File: src/rtl/core/utf8v_pkg.sv
// Package for the UTF-8 stream validator: status codes, counter width,
// code point limits and the state and result structures.
// No dependencies; every other file of the block imports it.
package utf8v_pkg;

   // Width of the byte and character counters (saturating).
   localparam int COUNT_BITS = 32;
   localparam logic [COUNT_BITS-1:0] CNT_MAX = '1;

   // Fixed field widths of the result transaction.
   localparam int CP_BITS  = 21;
   localparam int OUT_BITS = 32;

   // Code point limits: lowest legal value per sequence length, and ceiling.
   localparam logic [CP_BITS-1:0] CP_MIN_LEN2 = 21'h00080;
   localparam logic [CP_BITS-1:0] CP_MIN_LEN3 = 21'h00800;
   localparam logic [CP_BITS-1:0] CP_MIN_LEN4 = 21'h10000;
   localparam logic [CP_BITS-1:0] CP_MAX      = 21'h10FFFF;

   // Sequence lengths held in the state.
   localparam logic [2:0] SEQ_LEN_2 = 3'd2;
   localparam logic [2:0] SEQ_LEN_3 = 3'd3;
   localparam logic [2:0] SEQ_LEN_4 = 3'd4;

   typedef enum logic [2:0] {
      ST_PENDING = 3'd0,
      ST_CHAR    = 3'd1,
      ST_ERROR   = 3'd2,
      ST_END_OK  = 3'd3,
      ST_END_BAD = 3'd4
   } status_type;

   // Decoder state carried from one byte to the next.
   typedef struct packed {
      logic [1:0]            bytes_remaining;
      logic [2:0]            sequence_length;
      logic [CP_BITS-1:0]    accumulator;
      logic [COUNT_BITS-1:0] byte_position;
      logic [COUNT_BITS-1:0] character_total;
      logic                  error_seen;
      logic [COUNT_BITS-1:0] error_index;
   } state_type;

   // One result transaction.
   typedef struct packed {
      status_type          status;
      logic [CP_BITS-1:0]  code_point;
      logic [OUT_BITS-1:0] char_count;
      logic [OUT_BITS-1:0] error_position;
   } result_type;

   // Low 32 bits of a counter, zero extended when the counter is narrower.
   function automatic logic [OUT_BITS-1:0] count_to_out(logic [COUNT_BITS-1:0] value);
      logic [63:0] wide;
      wide = 64'(value);
      return wide[OUT_BITS-1:0];
   endfunction

endpackage

File: src/rtl/core/utf8v_decode.sv
// Single-step UTF-8 decoder: from the current state and one byte it forms
// the next state and the result. Purely combinational.
// Depends on utf8v_pkg.
module utf8v_decode (
   input  utf8v_pkg::state_type  state_cur,
   input  logic [7:0]            data_byte,
   output utf8v_pkg::state_type  state_next,
   output utf8v_pkg::result_type result
);
   import utf8v_pkg::*;

   logic [CP_BITS-1:0]    acc_shifted;
   logic [1:0]            remaining_dec;
   logic [CP_BITS-1:0]    cp_low;
   logic [COUNT_BITS-1:0] total_inc;

   // Shared helpers for the continuation path and the character count.
   always_comb begin
      acc_shifted   = {state_cur.accumulator[CP_BITS-7:0], data_byte[5:0]};
      remaining_dec = state_cur.bytes_remaining - 2'd1;
      total_inc     = (state_cur.character_total != CNT_MAX) ?
                      state_cur.character_total + 1'b1 : state_cur.character_total;
      unique case (state_cur.sequence_length)
         SEQ_LEN_2: cp_low = CP_MIN_LEN2;
         SEQ_LEN_3: cp_low = CP_MIN_LEN3;
         default:   cp_low = CP_MIN_LEN4;
      endcase
   end

   // Main decision: end of string, ignored byte, lead byte or continuation.
   always_comb begin
      state_next = state_cur;
      if (state_cur.byte_position != CNT_MAX) begin
         state_next.byte_position = state_cur.byte_position + 1'b1;
      end

      result.status         = ST_PENDING;
      result.code_point     = '0;
      result.char_count     = count_to_out(state_cur.character_total);
      result.error_position = '0;

      priority if (data_byte == 8'h00) begin
         // End of string: report and return every register to its reset value.
         state_next = '0;
         if (state_cur.error_seen || state_cur.bytes_remaining != 2'd0) begin
            result.status         = ST_END_BAD;
            result.error_position = state_cur.error_seen ?
                                    count_to_out(state_cur.error_index) :
                                    count_to_out(state_cur.byte_position);
         end else begin
            result.status = ST_END_OK;
         end
      end else if (state_cur.error_seen) begin
         // Bytes after an error are skipped until the terminator.
         result.status = ST_PENDING;
      end else if (state_cur.bytes_remaining == 2'd0) begin
         // A lead byte is expected.
         priority if (data_byte[7] == 1'b0) begin
            state_next.character_total = total_inc;
            result.status     = ST_CHAR;
            result.code_point = CP_BITS'(data_byte);
            result.char_count = count_to_out(total_inc);
         end else if (data_byte[7:6] == 2'b10 || data_byte[7:3] == 5'b11111) begin
            state_next.error_seen      = 1'b1;
            state_next.error_index     = state_cur.byte_position;
            result.status              = ST_ERROR;
            result.error_position      = count_to_out(state_cur.byte_position);
         end else if (data_byte[5] == 1'b0) begin
            state_next.sequence_length = SEQ_LEN_2;
            state_next.bytes_remaining = 2'd1;
            state_next.accumulator     = CP_BITS'(data_byte[4:0]);
         end else if (data_byte[4] == 1'b0) begin
            state_next.sequence_length = SEQ_LEN_3;
            state_next.bytes_remaining = 2'd2;
            state_next.accumulator     = CP_BITS'(data_byte[3:0]);
         end else begin
            state_next.sequence_length = SEQ_LEN_4;
            state_next.bytes_remaining = 2'd3;
            state_next.accumulator     = CP_BITS'(data_byte[2:0]);
         end
      end else if (data_byte[7:6] != 2'b10) begin
         // Bad continuation byte: consumed as the error, not as a new lead.
         state_next.error_seen      = 1'b1;
         state_next.error_index     = state_cur.byte_position;
         state_next.bytes_remaining = 2'd0;
         state_next.sequence_length = 3'd0;
         state_next.accumulator     = '0;
         result.status              = ST_ERROR;
         result.error_position      = count_to_out(state_cur.byte_position);
      end else if (remaining_dec != 2'd0) begin
         // Continuation byte with more to come.
         state_next.accumulator     = acc_shifted;
         state_next.bytes_remaining = remaining_dec;
      end else begin
         // Last byte of a sequence: range check on the finished code point.
         state_next.bytes_remaining = 2'd0;
         state_next.sequence_length = 3'd0;
         state_next.accumulator     = '0;
         if (acc_shifted < cp_low || acc_shifted > CP_MAX) begin
            state_next.error_seen  = 1'b1;
            state_next.error_index = state_cur.byte_position;
            result.status          = ST_ERROR;
            result.error_position  = count_to_out(state_cur.byte_position);
         end else begin
            state_next.character_total = total_inc;
            result.status     = ST_CHAR;
            result.code_point = acc_shifted;
            result.char_count = count_to_out(total_inc);
         end
      end
   end

endmodule

File: src/rtl/core/utf8_stream_validator_core.sv
// UTF-8 stream validator top level: input register, decoder state and
// result register around the single-step decoder.
// Depends on utf8v_pkg and utf8v_decode.

// The block takes one byte of a NUL-terminated string per transaction and
// returns exactly one result per byte: status, the code point of a character
// that completes on this byte, the running character count and the index of
// the first error. A byte passes from the input register through the decoder
// into the result register. A byte can be accepted every clock cycle while
// rsp_tready does not hold the flow. The decoder state register closes the
// only loop, one byte long. While a result waits, the input register can
// still take one more byte. After that req_tready stays low until rsp_tready
// is high. When both registers are full, req_tready follows rsp_tready
// combinationally. A zero byte ends the string and returns the block to its
// reset state for the next one.
module utf8_stream_validator_core (
   input  logic        clock,
   input  logic        reset,
   // Byte stream in. tdata: [7:0] data_byte.
   input  logic        req_tvalid,
   output logic        req_tready,
   input  logic [7:0]  req_tdata,
   // Results out. tdata: [20:0] code_point, [52:21] char_count,
   // [84:53] error_position, [87:85] zero. tuser: [2:0] status.
   output logic        rsp_tvalid,
   input  logic        rsp_tready,
   output logic [87:0] rsp_tdata,
   output logic [2:0]  rsp_tuser
);
   import utf8v_pkg::*;

   logic       in_valid_ff, in_valid_in;
   logic [7:0] in_byte_ff,  in_byte_in;
   logic       out_valid_ff, out_valid_in;
   result_type out_ff, out_in;
   state_type  state_ff, state_in;
   result_type step_result;
   logic       step;
   logic       req_take;

   // A byte is decoded when the result register is free or being emptied.
   assign step       = in_valid_ff && (!out_valid_ff || rsp_tready);
   assign req_tready = !in_valid_ff || step;
   assign req_take   = req_tvalid && req_tready;

   utf8v_decode u_decode (
      .state_cur  (state_ff),
      .data_byte  (in_byte_ff),
      .state_next (state_in),
      .result     (step_result)
   );

   // Next values for the input and result registers.
   always_comb begin
      in_valid_in  = req_take ? 1'b1 : (step ? 1'b0 : in_valid_ff);
      in_byte_in   = req_take ? req_tdata : in_byte_ff;
      out_valid_in = step ? 1'b1 : (rsp_tready ? 1'b0 : out_valid_ff);
      out_in       = step ? step_result : out_ff;
   end

   // Control and decoder state, cleared by reset.
   always_ff @(posedge clock) begin
      if (reset) begin
         in_valid_ff  <= 1'b0;
         out_valid_ff <= 1'b0;
         state_ff     <= '0;
      end else begin
         in_valid_ff  <= in_valid_in;
         out_valid_ff <= out_valid_in;
         if (step) begin
            state_ff <= state_in;
         end
      end
   end

   // Payload registers.
   always_ff @(posedge clock) begin
      in_byte_ff <= in_byte_in;
      out_ff     <= out_in;
   end

   assign rsp_tvalid = out_valid_ff;
   assign rsp_tuser  = out_ff.status;
   assign rsp_tdata  = {3'b000, out_ff.error_position, out_ff.char_count, out_ff.code_point};

   // An end of string leaves the decoder in its reset state.
   assert property (@(posedge clock) disable iff (reset)
      (step && (step_result.status == ST_END_OK || step_result.status == ST_END_BAD))
      |=> (state_ff.byte_position == '0 && !state_ff.error_seen &&
           state_ff.bytes_remaining == 2'd0))
      else $error("decoder state not cleared after end of string");

   // A reported error is remembered until the terminator.
   assert property (@(posedge clock) disable iff (reset)
      (step && step_result.status == ST_ERROR) |=> state_ff.error_seen)
      else $error("error reported but not recorded");

   // An open sequence always has fewer bytes outstanding than its length.
   assert property (@(posedge clock) disable iff (reset)
      (state_ff.bytes_remaining != 2'd0) |->
      (3'(state_ff.bytes_remaining) < state_ff.sequence_length && !state_ff.error_seen))
      else $error("inconsistent sequence state");

   // A completed character never lies beyond the code space.
   assert property (@(posedge clock) disable iff (reset)
      (out_valid_ff && out_ff.status == ST_CHAR) |-> (out_ff.code_point <= CP_MAX))
      else $error("code point out of range");

endmodule
File: config.mk
export PLATFORM = sky130hd
export DESIGN_NAME = utf8_stream_validator_core
export DESIGN_NICKNAME = d
export VERILOG_FILES = /design/src/rtl/core/utf8v_pkg.sv /design/src/rtl/core/utf8v_decode.sv /design/src/rtl/core/utf8_stream_validator_core.sv
export SDC_FILE = /design/constraint.sdc
export NUM_CORES = 1
export LEC_CHECK = 0
export BUFFER_PORTS_ARGS = -buffer_cell sky130_fd_sc_hd__buf_2
export CAP_MARGIN = 40
export CORE_ASPECT_RATIO = 1.75
export CORE_MARGIN = 10
export CORE_UTILIZATION = 45
export CTS_CLUSTER_DIAMETER = 150
export DETAILED_ROUTE_END_ITERATION = 12
export PLACE_DENSITY_LB_ADDON = 0.08
export SLEW_MARGIN = 20
export SYNTH_ARGS = -nofsm -noshare
export SYNTH_HDL_FRONTEND = slang
export SYNTH_HIERARCHICAL = 1
export SYNTH_SLANG_ARGS = --single-unit
File: constraint.sdc
create_clock -name clock -period 2.33 [get_ports clock]
set_input_delay 0.5825 -clock clock [delete_from_list [all_inputs] [get_ports clock]]
set_output_delay 0.5825 -clock clock [all_outputs]
set_load 0.005 [all_outputs]
==> flow_summary.ini <==
[outcome]
status = complete, but fails checks
violations = negative setup slack

[die]
fp.coreArea_sq_um = 28100
std_cell_rows = 81
die_h_um = 244
start_util = 0.458
num_io_pins = 105
die-area_sq_um = 36000
die_x_um = 148

[detailed_routing]
dr_total_vias = 11000
dr.pass1.iters = 5
drt_iter0_markers = 617
wl_um = 38300
viasPerCell = 5.56
drc = 0
ant_nets = 0
wl_per_cell_um = 19.3

[worst_setup_path]
cp_cell_sequence = nor2b_4, ha_2, or4_4, nor4_4, buf_4, a21o_1, o211a_4, a21o_4, clkbuf_16, a22o_1
start_kind = register
worst_path_max_delay_cell = or4_4
arrival_ns = 2.95
slowest_delay_ns = 0.45
crit_path_max_fanout = 9
crit_type = reg -> reg
end_kind = register
rrSetupSlack_ns = -0.24
critPathRequiredTime_ns = 2.72

[clock_network]
h-tree-depth = 1
clock_sinks = 215
tritoncts = done
clk_latency_ns = 0.53
cts_buffers = 23
clk_pin_slew_ns = 0.06
root_buffer = clkbuf_16
cts_buffer_depth = 3

[hold_path]
worstHoldPathType = in -> reg

[sta]
rsz0062_at_grt = yes
setup_viol = 136
slew_viol_final = 0
finalHoldViolations = 0
finalCritPeriodShare = 1.10
max_freq_ghz = 0.390
worst_slew_pin_slew_ns = 0.510
whs_ns = 0.244
fin_crit_ns = 2.57
fin_worst_skew_ns = 0.0215
max-slew-margin-rel = 0.659
setup_slack_ns = -0.236

[placement]
place_congestion = 0.895
dpl.hpwl_um = 25600
io_buffers = 101

[grt]
antenna_found_initial = 0
grt_overflow = 0
grt_max_degree = 88
grt_usage = 0.200
grt_pass1_wl_um = 58800
grt_pass1_vias = 10900

[power_and_ir_drop]
power_uw = 8790
peakVddDrop_mv = 0.548
p_leak_uw = 0.00609
cellPowerDensity_nw_per_um2 = 539

[yosys]
yosysWarnings = 6
syn_area_per_cell_sq_um = 9.29
netlist_area_sq_um = 12900
netlist_instances = 1386

[flow_run]
drv_cap = 0

[final_layout]
area_growth_pct = 26.6
nFillCells = 2494
final_nets = 1612
drive_above_1_share = 0.271
num_antenna_cells = 0
==> per-layer routing <==
layer	track usage	vias to the layer above	wire length, um
met1	0.211	5320	14100
li1	-	5349	-
met3	0.0262	81	1590
met5	0	-	0
met2	0.382	282	21200
met4	0.0831	0	1350
==> cell type report <==
cell class | count | area, sq um | share of cell area
Timing Repair Buffer | 301 | 2440 | 0.150
Clock inverter | 8 | 50.0 | 0.00307
Clock buffer | 33 | 653 | 0.0401
Tap cell | 373 | 467 | 0.0286
Inverter | 30 | 113 | 0.00691
Sequential cell | 215 | 5270 | 0.323
Multi-Input combinational cell | 1023 | 7300 | 0.448
==> metrics by stage <==
step                      setup WS, ns  cells   util  area, sq um  TNS, ns
after global placement          -0.225   1927  0.531        14900   -14.16
after CTS                       -0.198   1971  0.563        15800   -15.60
after floorplan                -0.0577   1388      -        13000   -0.454
after detailed placement        -0.273   1927  0.531        14900   -17.03
final                           -0.236   1983  0.580        16300   -19.65
after global routing            -0.300   1983  0.580        16300   -31.95
==> path summary, 6_finish.rpt <==
kind            startpoint            end  cells past startpoint
max          state_ff[119]  rsp_tdata[56]                     10
min           req_tdata[5]  in_byte_ff[5]                      1
max reg2reg  state_ff[119]  rsp_tdata[56]                     10
min reg2reg    state_ff[1]    state_ff[1]                      2
==> state kept, by name, indices dropped and copies added (netlist names) <==
| register | cells |
|---|---|
| in_valid_ff | 1 |
| rsp_tdata | 85 |
| in_byte_ff | 8 |
| state_ff | 117 |
| rsp_tuser | 3 |
| rsp_tvalid | 1 |
==> layout by cell type (no fill, tap or decap), types with 30 or more instances in the layout <==
cell type,n
a22o_1,32
nand2b_1,242
mux2i_1,120
edfxtp_1,96
dfxtp_1,117
nand4_1,30
nor2_1,63
nand2_1,103
xor2_1,41
buf_4,160
nand3_1,32
buf_2,100
==> report_power, final <==
part	total (uW)	internal, uW	switching [uW]
combinational	1180	558	620
sequential	4100	4040	59.1
clock	3510	1960	1560
total	8790	6550	2240
==> worst max-delay path: cells and delay by family, from the launching register on <==
family / cells / cell delay, ns
buffers and inverters: 2 / 0.37
adder cells (fa/ha/maj): 1 / 0.16
AO/OA/AOI/OAI: 4 / 0.76
flip-flops: 1 / 0.32
AND/OR/NAND/NOR: 3 / 0.81
==> repair_timing <==
item | 4_1_cts | 5_1_grt
setup buffers | 2 | 4
gates resized for setup | 44 | 79
pin swaps | 13 | 52
setup endpoints to repair | 132 | 144
hold buffers | 0 | 0
cloned | 1 | 8
No activity file was read; power rests on OpenSTA's default activity.
